$ cat src/hw/rtl/nss_pkg.sv
// Types and constants shared by the seven-segment number scanner.
package nss_pkg;

  // Item kinds
  typedef enum logic [1:0] {
    OP_INT_SET   = 2'd0,
    OP_FIX_SET   = 2'd1,
    OP_AUTO_SET  = 2'd2,
    OP_SCAN_TICK = 2'd3
  } op_t;

  // Base codes for an integer set
  localparam logic [1:0] BASE_OCT = 2'd0;
  localparam logic [1:0] BASE_DEC = 2'd1;
  localparam logic [1:0] BASE_HEX = 2'd2;
  localparam logic [1:0] BASE_BAD = 2'd3;

  // Decimal places; this code only clears the dots
  localparam logic [1:0] PLACES_CLEAR = 2'd3;

  // Fixed-point constants
  localparam int          FRAC_BITS = 8;
  localparam logic [24:0] TEN_Q     = 25'd2560;
  localparam logic [24:0] HUNDRED_Q = 25'd25600;
  localparam logic [15:0] SAT_MAX   = 16'hFFFF;

  // x / 10 == (x * 52429) >> 19 for every 16-bit x
  localparam logic [16:0] DIV10_MUL   = 17'd52429;
  localparam int          DIV10_SHIFT = 19;

  // Scan position that shows the degree symbol
  localparam logic [1:0] POS_DEGREE = 2'd3;

  // Controller to datapath commands
  typedef struct packed {
    logic load_int;
    logic load_fix;
    logic load_auto;
    logic scan;
    logic scale;
    logic saturate;
    logic split;
  } cmd_t;

  // Datapath to controller status
  typedef struct packed {
    logic places_skip;
    logic last_digit;
    logic out_busy;
  } status_t;

endpackage

$ cat src/hw/rtl/nss_if.sv
// Valid/ready channel interfaces for set/scan items and scan results.
interface nss_in_if;
  logic               valid;
  logic               ready;
  logic [1:0]         op;
  logic [15:0]        value;
  logic [1:0]         base_code;
  logic signed [24:0] fixed_value;
  logic [1:0]         decimals;

  modport source (output valid, op, value, base_code, fixed_value, decimals, input ready);
  modport sink   (input valid, op, value, base_code, fixed_value, decimals, output ready);
endinterface

interface nss_out_if;
  logic       valid;
  logic       ready;
  logic [1:0] position;
  logic [3:0] digit_value;
  logic       dot_on;
  logic       degree_on;

  modport source (output valid, position, digit_value, dot_on, degree_on, input ready);
  modport sink   (input valid, position, digit_value, dot_on, degree_on, output ready);
endinterface

$ cat src/hw/rtl/nss_ctrl.sv
// Sequencing state machine: load, scale and saturate (fixed sets only), then one digit per cycle.
module nss_ctrl (
  input  logic            clk,
  input  logic            rst,
  input  logic            in_valid,
  output logic            in_ready,
  input  logic [1:0]      op,
  input  logic [1:0]      base_code,
  input  nss_pkg::status_t status,
  output nss_pkg::cmd_t   cmd
);
  import nss_pkg::*;

  typedef enum logic [1:0] {
    ST_IDLE,
    ST_SCALE,
    ST_SAT,
    ST_SPLIT
  } state_t;

  state_t state, state_next;
  logic   accept;

  // Scan ticks wait for a free result register; sets never do
  assign in_ready = (state == ST_IDLE) &&
                    ((op != OP_SCAN_TICK) || !status.out_busy);
  assign accept   = in_valid && in_ready;

  // Commands and next state
  always_comb begin
    cmd        = '0;
    state_next = state;
    case (state)
      ST_IDLE: begin
        if (accept) begin
          case (op_t'(op))
            OP_INT_SET: begin
              if (base_code != BASE_BAD) begin
                cmd.load_int = 1'b1;
                state_next   = ST_SPLIT;
              end
            end
            OP_FIX_SET: begin
              cmd.load_fix = 1'b1;
              state_next   = ST_SCALE;
            end
            OP_AUTO_SET: begin
              cmd.load_auto = 1'b1;
              state_next    = ST_SCALE;
            end
            OP_SCAN_TICK: cmd.scan = 1'b1;
            default: ;
          endcase
        end
      end
      ST_SCALE: begin
        if (status.places_skip) begin
          state_next = ST_IDLE;
        end else begin
          cmd.scale  = 1'b1;
          state_next = ST_SAT;
        end
      end
      ST_SAT: begin
        cmd.saturate = 1'b1;
        state_next   = ST_SPLIT;
      end
      ST_SPLIT: begin
        cmd.split = 1'b1;
        if (status.last_digit) state_next = ST_IDLE;
      end
      default: state_next = ST_IDLE;
    endcase
  end

  // State register
  always_ff @(posedge clk) begin
    if (rst) begin
      state <= ST_IDLE;
    end else begin
      state <= state_next;
    end
  end

endmodule

$ cat src/hw/rtl/nss_datapath.sv
// Digit and dot stores, fixed-point scaler, digit splitter and scan output.
module nss_datapath #(
  parameter int NUM_DIGITS = 4
) (
  input  logic               clk,
  input  logic               rst,
  input  nss_pkg::cmd_t      cmd,
  output nss_pkg::status_t   status,
  input  logic [15:0]        value,
  input  logic [1:0]         base_code,
  input  logic signed [24:0] fixed_value,
  input  logic [1:0]         decimals,
  output logic               out_valid,
  input  logic               out_ready,
  output logic [1:0]         position,
  output logic [3:0]         digit_value,
  output logic               dot_on,
  output logic               degree_on
);
  import nss_pkg::*;

  localparam int IW = $clog2(NUM_DIGITS);

  logic [3:0]    digit_store [NUM_DIGITS];
  logic [NUM_DIGITS-1:0] dot_store;
  logic [1:0]    scan_position;

  logic [24:0]   mag;
  logic [1:0]    places;
  logic [1:0]    radix;
  logic          fix_mode;
  logic [15:0]   work;
  logic [31:0]   prod;
  logic [IW-1:0] idx;

  logic [24:0]   raw_bits;
  logic [24:0]   mag_in;
  logic [1:0]    auto_places;
  logic [6:0]    scale_k;
  logic [23:0]   scaled;
  logic [32:0]   div10_prod;
  logic [15:0]   q10;
  logic [15:0]   quot;
  logic [3:0]    rem;
  logic [1:0]    pos_next;
  logic [3:0]    digit_sel;
  logic          dot_sel;

  // Magnitude and auto-range place count from the incoming value
  always_comb begin
    raw_bits = fixed_value;
    mag_in   = raw_bits[24] ? (~raw_bits + 25'd1) : raw_bits;
    if (raw_bits[24] || (raw_bits < TEN_Q)) auto_places = 2'd2;
    else if (raw_bits < HUNDRED_Q)          auto_places = 2'd1;
    else                                    auto_places = 2'd0;
  end

  // Scale factor 1, 10 or 100
  always_comb begin
    case (places)
      2'd0:    scale_k = 7'd1;
      2'd1:    scale_k = 7'd10;
      default: scale_k = 7'd100;
    endcase
  end

  assign scaled = prod[31:FRAC_BITS];

  // One digit per step: shifts for base 8 and 16, reciprocal multiply for 10
  always_comb begin
    div10_prod = {17'd0, work} * {16'd0, DIV10_MUL};
    q10        = 16'(div10_prod >> DIV10_SHIFT);
    case (radix)
      BASE_OCT: begin
        quot = work >> 3;
        rem  = {1'b0, work[2:0]};
      end
      BASE_HEX: begin
        quot = work >> 4;
        rem  = work[3:0];
      end
      default: begin
        quot = q10;
        rem  = 4'(work - ((q10 << 3) + (q10 << 1)));
      end
    endcase
  end

  // Digit and dot at the next scan position
  always_comb begin
    pos_next  = scan_position + 2'd1;
    digit_sel = 4'd0;
    dot_sel   = 1'b0;
    if (pos_next != POS_DEGREE) begin
      for (int i = 0; i < NUM_DIGITS; i++) begin
        if (int'(pos_next) == i) begin
          digit_sel = digit_store[i];
          dot_sel   = dot_store[i];
        end
      end
    end
  end

  assign status.places_skip = (places == PLACES_CLEAR);
  assign status.last_digit  = (idx == IW'(NUM_DIGITS - 1));
  assign status.out_busy    = out_valid && !out_ready;

  // Stores, scan position and result beat
  always_ff @(posedge clk) begin
    if (rst) begin
      for (int i = 0; i < NUM_DIGITS; i++) digit_store[i] <= 4'd0;
      dot_store     <= '0;
      scan_position <= 2'd0;
      out_valid     <= 1'b0;
    end else begin
      if (cmd.load_int || cmd.load_fix || cmd.load_auto) dot_store <= '0;
      if (cmd.split) begin
        for (int i = 0; i < NUM_DIGITS; i++) begin
          if (int'(idx) == i) digit_store[i] <= rem;
        end
        if (status.last_digit && fix_mode && places != 2'd0) begin
          for (int i = 0; i < NUM_DIGITS; i++) begin
            if (int'(places) == i) dot_store[i] <= 1'b1;
          end
        end
      end
      if (cmd.scan) begin
        scan_position <= pos_next;
        out_valid     <= 1'b1;
      end else if (out_ready) begin
        out_valid <= 1'b0;
      end
    end
  end

  // Working registers and result payload
  always_ff @(posedge clk) begin
    if (cmd.load_int) begin
      work     <= value;
      radix    <= base_code;
      fix_mode <= 1'b0;
      idx      <= '0;
    end
    if (cmd.load_fix || cmd.load_auto) begin
      mag      <= mag_in;
      places   <= cmd.load_auto ? auto_places : decimals;
      radix    <= BASE_DEC;
      fix_mode <= 1'b1;
      idx      <= '0;
    end
    if (cmd.scale) prod <= {7'd0, mag} * {25'd0, scale_k};
    if (cmd.saturate) work <= (|scaled[23:16]) ? SAT_MAX : scaled[15:0];
    if (cmd.split) begin
      work <= quot;
      idx  <= idx + IW'(1);
    end
    if (cmd.scan) begin
      position    <= pos_next;
      digit_value <= digit_sel;
      dot_on      <= dot_sel;
      degree_on   <= (pos_next == POS_DEGREE);
    end
  end

endmodule

$ cat src/hw/rtl/seven_segment_number_scanner_top.sv
// Top level of the seven-segment number scanner: controller plus datapath.
// Usage:
//   req carries one item per beat: an integer set (value, base_code), a
//   fixed set (fixed_value, decimals), an auto-range fixed set
//   (fixed_value) or a scan tick. rsp carries one result beat per scan
//   tick: position, digit_value, dot_on, degree_on.
//   A scan tick is served in the cycle it is accepted; its result shows on
//   rsp the next cycle and the block is ready again at once.
//   An integer set is split one digit per cycle by the shared
//   divide-by-radix step. A fixed set steps through accept, multiply by
//   1/10/100, saturate, then the digit steps; decimals 3 returns to idle
//   from the scale state and only clears the dots. An invalid base is a no-op.
//   Reset clears all digits, dots and the scan position; the first tick
//   after reset reports position 1.
//   If rsp stalls, the result is held; set items are still accepted and a
//   further scan tick waits until the pending result is taken.
module seven_segment_number_scanner_top #(
  parameter int NUM_DIGITS = 4
) (
  input logic       clk,
  input logic       rst,
  nss_in_if.sink    req,
  nss_out_if.source rsp
);
  import nss_pkg::*;

  cmd_t    cmd;
  status_t status;

  nss_ctrl u_ctrl (
    .clk       (clk),
    .rst       (rst),
    .in_valid  (req.valid),
    .in_ready  (req.ready),
    .op        (req.op),
    .base_code (req.base_code),
    .status    (status),
    .cmd       (cmd)
  );

  nss_datapath #(
    .NUM_DIGITS (NUM_DIGITS)
  ) u_datapath (
    .clk         (clk),
    .rst         (rst),
    .cmd         (cmd),
    .status      (status),
    .value       (req.value),
    .base_code   (req.base_code),
    .fixed_value (req.fixed_value),
    .decimals    (req.decimals),
    .out_valid   (rsp.valid),
    .out_ready   (rsp.ready),
    .position    (rsp.position),
    .digit_value (rsp.digit_value),
    .dot_on      (rsp.dot_on),
    .degree_on   (rsp.degree_on)
  );

endmodule

$ cat src/flat_wrapper.sv
// flat-port wrapper written by rule: the top's interface ports become plain ports
module seven_segment_number_scanner_top_flat import nss_pkg::*;
#(
  parameter int NUM_DIGITS = 4
)
  (clk, rst, req_valid, req_op, req_value, req_base_code, req_fixed_value, req_decimals, req_ready, rsp_valid, rsp_position, rsp_digit_value, rsp_dot_on, rsp_degree_on, rsp_ready);
  nss_in_if req_i ();
  nss_out_if rsp_i ();
  input logic clk;
  input logic rst;
  input wire logic [$bits(req_i.valid)-1:0] req_valid;
  input wire logic [$bits(req_i.op)-1:0] req_op;
  input wire logic [$bits(req_i.value)-1:0] req_value;
  input wire logic [$bits(req_i.base_code)-1:0] req_base_code;
  input wire logic [$bits(req_i.fixed_value)-1:0] req_fixed_value;
  input wire logic [$bits(req_i.decimals)-1:0] req_decimals;
  output wire logic [$bits(req_i.ready)-1:0] req_ready;
  output wire logic [$bits(rsp_i.valid)-1:0] rsp_valid;
  output wire logic [$bits(rsp_i.position)-1:0] rsp_position;
  output wire logic [$bits(rsp_i.digit_value)-1:0] rsp_digit_value;
  output wire logic [$bits(rsp_i.dot_on)-1:0] rsp_dot_on;
  output wire logic [$bits(rsp_i.degree_on)-1:0] rsp_degree_on;
  input wire logic [$bits(rsp_i.ready)-1:0] rsp_ready;
  assign req_i.valid = req_valid;
  assign req_i.op = req_op;
  assign req_i.value = req_value;
  assign req_i.base_code = req_base_code;
  assign req_i.fixed_value = req_fixed_value;
  assign req_i.decimals = req_decimals;
  assign req_ready = req_i.ready;
  assign rsp_valid = rsp_i.valid;
  assign rsp_position = rsp_i.position;
  assign rsp_digit_value = rsp_i.digit_value;
  assign rsp_dot_on = rsp_i.dot_on;
  assign rsp_degree_on = rsp_i.degree_on;
  assign rsp_i.ready = rsp_ready;
  seven_segment_number_scanner_top #(.NUM_DIGITS(NUM_DIGITS)) u_core (.clk(clk), .rst(rst), .req(req_i), .rsp(rsp_i));
endmodule
$ cat config.mk
export PLATFORM = sky130hd
export DESIGN_NAME = seven_segment_number_scanner_top_flat
export DESIGN_NICKNAME = d
export VERILOG_FILES = /design/src/hw/rtl/nss_pkg.sv /design/src/hw/rtl/nss_if.sv /design/src/hw/rtl/nss_ctrl.sv /design/src/hw/rtl/nss_datapath.sv /design/src/hw/rtl/seven_segment_number_scanner_top.sv /design/src/flat_wrapper.sv
export SDC_FILE = /design/constraint.sdc
export NUM_CORES = 1
export LEC_CHECK = 0
export BUFFER_PORTS_ARGS = -buffer_cell sky130_fd_sc_hd__buf_2
export CAP_MARGIN = 5
export CORE_MARGIN = 2
export CORE_UTILIZATION = 58
export DETAILED_ROUTE_END_ITERATION = 10
export HOLD_SLACK_MARGIN = 0.12
export PLACE_DENSITY = 0.89
export RECOVER_POWER = 50
export SLEW_MARGIN = 20
export SYNTH_ARGS = -nofsm -noshare
export SYNTH_HDL_FRONTEND = slang
export SYNTH_SLANG_ARGS = --single-unit
$ cat constraint.sdc
create_clock -name clk -period 5.9 [get_ports clk]
set_clock_uncertainty 0.05 [all_clocks]
set_input_delay 0.885 -clock clk [delete_from_list [all_inputs] [get_ports clk]]
set_output_delay 0.885 -clock clk [all_outputs]
set_load 0.01 [all_outputs]
=== Yosys cells after proc, flatten, opt, wreduce, memory -nomap -nowiden ===
Memory sizes are Yosys's and may differ from the RTL's.
Index checks and enable logic that the tools add are counted.

* Register bits after elaboration: 97
* Latch bits: 0
* RAM bits: 16
* Memory bits (read-only): 0
* Input port bits: 51
* Output and inout bits: 10
* Word-level logic and storage cells: 154
* Memories: 1

* Add/subtract/negate cells: 5
* Multipliers: 2
* Div/mod/pow operators: 0
* Magnitude comparators: 2
* Equality and inequality tests: 27
* Shift operators: 0
* Muxes and demuxes: 70
* Bitwise logic cells: 5
* Reductions and logical operators: 26

{| class="wikitable"
|+ Memory list
! memory !! depth !! bits a word !! read ports !! clocked after Yosys merged registers in !! wr ports !! RTL line !! RTL
|-
| u_core.u_datapath.digit_store || 4 || 4 || 4 || 0 || 4 || nss_datapath.sv:24 || <nowiki>logic [3:0] digit_store [NUM_DIGITS];</nowiki>
|}

{| class="wikitable"
|+ Operator list
! operator !! count
|-
| 16-bit two-way mux || 4
|-
| 4-bit two-way mux || 13
|-
| 1-bit two-way mux || 38
|-
| 16-bit by 16-bit multiplier with 32-bit output (second input constant) || 1
|-
| 25-bit by 7-bit multiplier with 32-bit output || 1
|-
| 2-bit equality test (second input constant) || 14
|-
| 13-bit one-hot mux with 2 select lines || 1
|-
| 25-bit by 1-bit adder with 25-bit output (second input constant) || 1
|-
| 25-bit by 12-bit < comparator with 1-bit output (second input constant) || 1
|-
| 25-bit by 15-bit < comparator with 1-bit output (second input constant) || 1
|-
| 25-bit inverter || 1
|-
| 24-bit two-way mux || 1
|-
| 2-bit two-way mux || 9
|-
| 2-bit logical NOT || 7
|-
| 7-bit one-hot mux with 2 select lines || 1
|-
| 2-bit by 1-bit equality test with 1-bit output (second input constant) || 6
|-
| 2-bit inequality test (second input constant) || 5
|-
| 2-bit one-hot mux with 4 select lines || 1
|-
| 4-bit one-hot mux with 2 select lines || 1
|-
| 8-bit OR reduction || 1
|-
| 3-bit nonzero test || 2
|-
| 1-bit logical AND || 5
|-
| 1-bit logical OR || 5
|-
| 2-bit by 1-bit adder with 2-bit output (second input constant) || 2
|-
| other kinds (10) || 15
|}

=== Logic depth before layout (Yosys ltp) ===
* Depth after elaboration: 14
* Mapped depth: 26
* Depth with buffers taken out: 26

=== Modules after synthesis ===
A second synthesis with hierarchy kept.

* Cells, all modules: 1363
* Area total of the unflattened synthesis: 13596.8 um2

{| class="wikitable"
|+ Modules (own cells, without submodules)
! module !! times used !! cells each !! area each (um2) !! seq. area each (um2)
|-
| nss_datapath || 1 || 1336 || 13369.1 || 2852.7
|-
| nss_ctrl || 1 || 27 || 227.7 || 40.0
|}

=== Least setup slack after synthesis ===
OpenSTA, ideal clock, no wires.

* Path type: register -> register
* Start: register u_core.u_datapath.work[4]
* End: memory u_core.u_datapath.digit_store[0][3], data pin
* Library setup time: 0.259 ns
* Arrival: 6.073 ns
* Required time: 5.591 ns
* Slack: -0.482 ns
* Cell stages (with the launch flop): 25
* Buffers on the path: 1
* Period minus slack after synthesis: 6.382 ns
* Path through: edfxtp_1 ha_1 fa_1 inv_1 fa_1 fa_1 inv_1 fa_1 inv_1 fa_1 inv_1 ha_1 clkbuf_1 a21oi_1 nand3b_1 o21ai_0 xnor2_1 ha_1 and2_1 nor4b_1 mux2i_1 o311ai_0 xnor2_1 a21oi_1 nor2_1

{| class="wikitable"
|+ RTL lines
! element !! RTL line !! RTL
|-
| start, declared || nss_datapath.sv:32 || <nowiki>logic [15:0] work;</nowiki>
|-
| start signal, assigned || nss_datapath.sv:139 || <nowiki>work <= value;</nowiki>
|-
| start signal, assigned || nss_datapath.sv:152 || <nowiki>if (cmd.saturate) work <= (|scaled[23:16]) ? SAT_MAX : scaled[15:0];</nowiki>
|-
| start signal, assigned || nss_datapath.sv:154 || <nowiki>work <= quot;</nowiki>
|-
| end, declared || nss_datapath.sv:24 ||
|}

==> impl_results.md <==
* Status: finished with violations
* Failing checks: negative setup slack
* Most frequent cells after synthesis: inv_1 (269), ha_1 (218), fa_1 (167)
* HPWL Detailed at 27,900 um
* Pre-antenna DRT Iters at 5
* Grt ovf at 0
* Worst setup margin at -73.5 ps
* Layout cell share with drive strength beyond 1 at 0.150
* GRT met3 Usage at 0.0355
* Routability cong. at 0.983
* Min-delay src: u_core.u_datapath.fix_mode
* Antenna cells at 0
* Area of the multi-input gates at 10000 um^2
* GR Util All Layers at 0.294
* Reg-to-reg slack, setup at -70 ps
* Vias at 10,600
* Setup_tns at -207 ps
* Met2 Use GR at 0.543
* Initial antenna violation count at 0
* Post-synth top area share at 0.246
* CTS root buf: clkbuf_16
* Worst reg2reg path depth at 26
* Startpoint class of the critical path: flop
* Largest net degree at the start of global routing at 32
* Min cycle time layout at 5970 ps
* Port bufs at 60
* Remaining DRCs at 0
* Die H at 157 um
* Area leader, netlist: fa_1
* Dominant synthesized flop cell: edfxtp_1
* EDFF count, synth at 89
* Ys Warns at 0
* Nets at 1,952
* Register area share after synthesis at 0.213
* Pins Over Slew Limit at 0
* Critical-path maximum fanout at 4
* Starting Density at 0.584
* CTS max path bufs at 2
* Chip width at 157 um
* Dpl cell area at 14,900 um^2
* Hold WS at 428 ps
* Worst Max-Slew Pin Slew at 1450 ps
* Drt total wl at 34,700 um
* Hold depth at 1
* RSZ-0062 raised after global routing: true
* I/O pin count at 61
* Wirelength per Cell at 18.8 um
* Clock sinks at 100
* FFs w/ async S/R, synth at 0
* Global-route wire length before repair at 56,100 um
* Setup crit end kind: flop
* Fin area at 15,600 um^2
* CTS tree: built
* Synthesized cell area at 13,600 um^2
* Hold worst-path end: u_core.u_datapath.fix_mode
* Max Fclk at 167 MHz
* Clk slew on worst S/H paths at 80 ps
* Initial DRC count at 918
* Post-synth cell types at 58
* Mapped Cells at 1,376
* WP data required at 5980 ps
* Largest cells by area after synthesis: fa_1 (25%), ha_1 (20%), edfxtp_1 (20%), inv_1 (7.4%), nand2_1 (3.1%)
* Crit path DAT at 6050 ps
* GRT met1 Usage at 0.341
* Hold Crit Class: flop to flop
* Area grow syn2layout at 14.9%
* # H-tree levels at 3
* Most frequent cell after synthesis: inv_1
* Worst r2r src: u_core.u_datapath.work[9]
* Antenna Nets Post-Route at 0
* Final Util at 0.671
* GR peak layer: met2
* CTS Hold Bufs at 0
* Clk_lat worst skew at 370 ps
* Flop and latch count out of synthesis at 100
* Tcrit/Tclk final at 1.01
* Placeable Area at 23,300 um^2
* Slew margin rel. at 0.0359
* Max Cap Viol at 0
* R2r endpoint: u_core.u_datapath.digit_store[2][3]
* Cts bufs inserted at 9
* Final Hold Fails at 0
* Fillers at 1,723
* Mapped Nets at 1,812
* Rows at 56
* Final Setup Violations at 3
* Post-synthesis average cell area at 9.88 um^2
* Storage element area at 2890 um^2
* WS Path Type: flop to flop
* Number of global-route vias before repair at 11,400
* Full die area at 24,700 um^2
* Routed vias/inst at 5.78
## through the flow
step	setup WS, ps	cells
after floorplan	0.530	1376
after global placement	-49.6	1804
after detailed placement	-269	1804
after CTS	-31.7	1832
after global routing	-281	1840
final	-73.5	1840
## registers in the layout (all words and copies together), names as in the netlist, 2 cells and up
signal and flops:
u_core.u_ctrl.state 2, u_core.u_datapath.digit_store 12, u_core.u_datapath.digit_value 4, u_core.u_datapath.dot_store 3, u_core.u_datapath.idx 2, u_core.u_datapath.mag 25, u_core.u_datapath.places 2, u_core.u_datapath.position 2
u_core.u_datapath.prod 24, u_core.u_datapath.radix 2, u_core.u_datapath.scan_position 2, u_core.u_datapath.work 16
## logic make-up after synthesis
group           count (synthesis)  synth area share
compound gates                203            0.0963
xor+xnor                       65            0.0429
fa+ha+maj                     385             0.447
buf+inv                       297            0.0820
flops                         100             0.213
mux                            19            0.0143
simple gates                  307             0.105
## layout make-up
| class | instances | area share |
|---|---|---|
| Tap cell | 319 | 0.0256 |
| Sequential cell | 100 | 0.185 |
| Clock inverter | 7 | 0.00481 |
| Multi-Input combinational cell | 979 | 0.640 |
| Inverter | 269 | 0.0647 |
| Clock buffer | 9 | 0.0144 |
| Timing Repair Buffer | 157 | 0.0651 |
## critical path, cell delays in order, from the launching register on
cell and delay, ps:
edfxtp_1 440, buf_4 170, ha_1 310, ha_1 190, inv_1 70, fa_1 400
inv_1 90, fa_1 450, fa_1 550, inv_1 50, fa_1 520, inv_1 80
ha_4 300, nand2_8 70, nor3_4 120, a22oi_2 90, a21boi_2 190, o21ai_2 90
xnor2_2 140, ha_1 310, and2_4 180, and4b_1 200, a21oi_2 120, o311ai_2 130
xnor2_1 160, a21oi_2 180, nor2_1 80
## layout by cell type (no fill, tap or decap), types with 44 or more instances in the layout
cell type,instances
inv_1,262
buf_4,94
fa_1,165
nand2_1,110
nor2_1,85
buf_2,48
edfxtp_1,89
a21oi_1,52
xnor2_1,44
ha_1,200
## layer usage
layer	vias up	routed length [um]
li1	4840	-
met1	5204	13000
met2	448	18000
met3	136	1970
met4	0	1680
met5	-	0
## how the worst max path moves through the flow
stage	start	end	cells past startpoint
4_1_cts	u_core.u_datapath.work[5]	u_core.u_datapath.digit_store[1][3]	23
3_3_place_gp	u_core.u_datapath.work[2]	u_core.u_datapath.digit_store[1][3]	23
3_5_place_dp	u_core.u_datapath.work[11]	u_core.u_datapath.digit_store[1][3]	25
6_report	u_core.u_datapath.work[9]	u_core.u_datapath.digit_store[2][3]	26
2_1_floorplan	u_core.u_datapath.work[3]	u_core.u_datapath.digit_store[0][3]	24
5_1_grt	u_core.u_datapath.work[9]	u_core.u_datapath.digit_store[2][3]	26
## repair_timing
| item | 4_1_cts | 5_1_grt |
|---|---|---|
| endpoints found under the setup margin | 9 | 17 |
| gates resized for setup | 31 | 28 |
| pin swaps | 34 | 17 |
| buffers inserted | 12 | 7 |
Power is left out: the tool's default activity adds up to more than one toggle a clock period on the data nets, which glitch-free logic cannot reach.
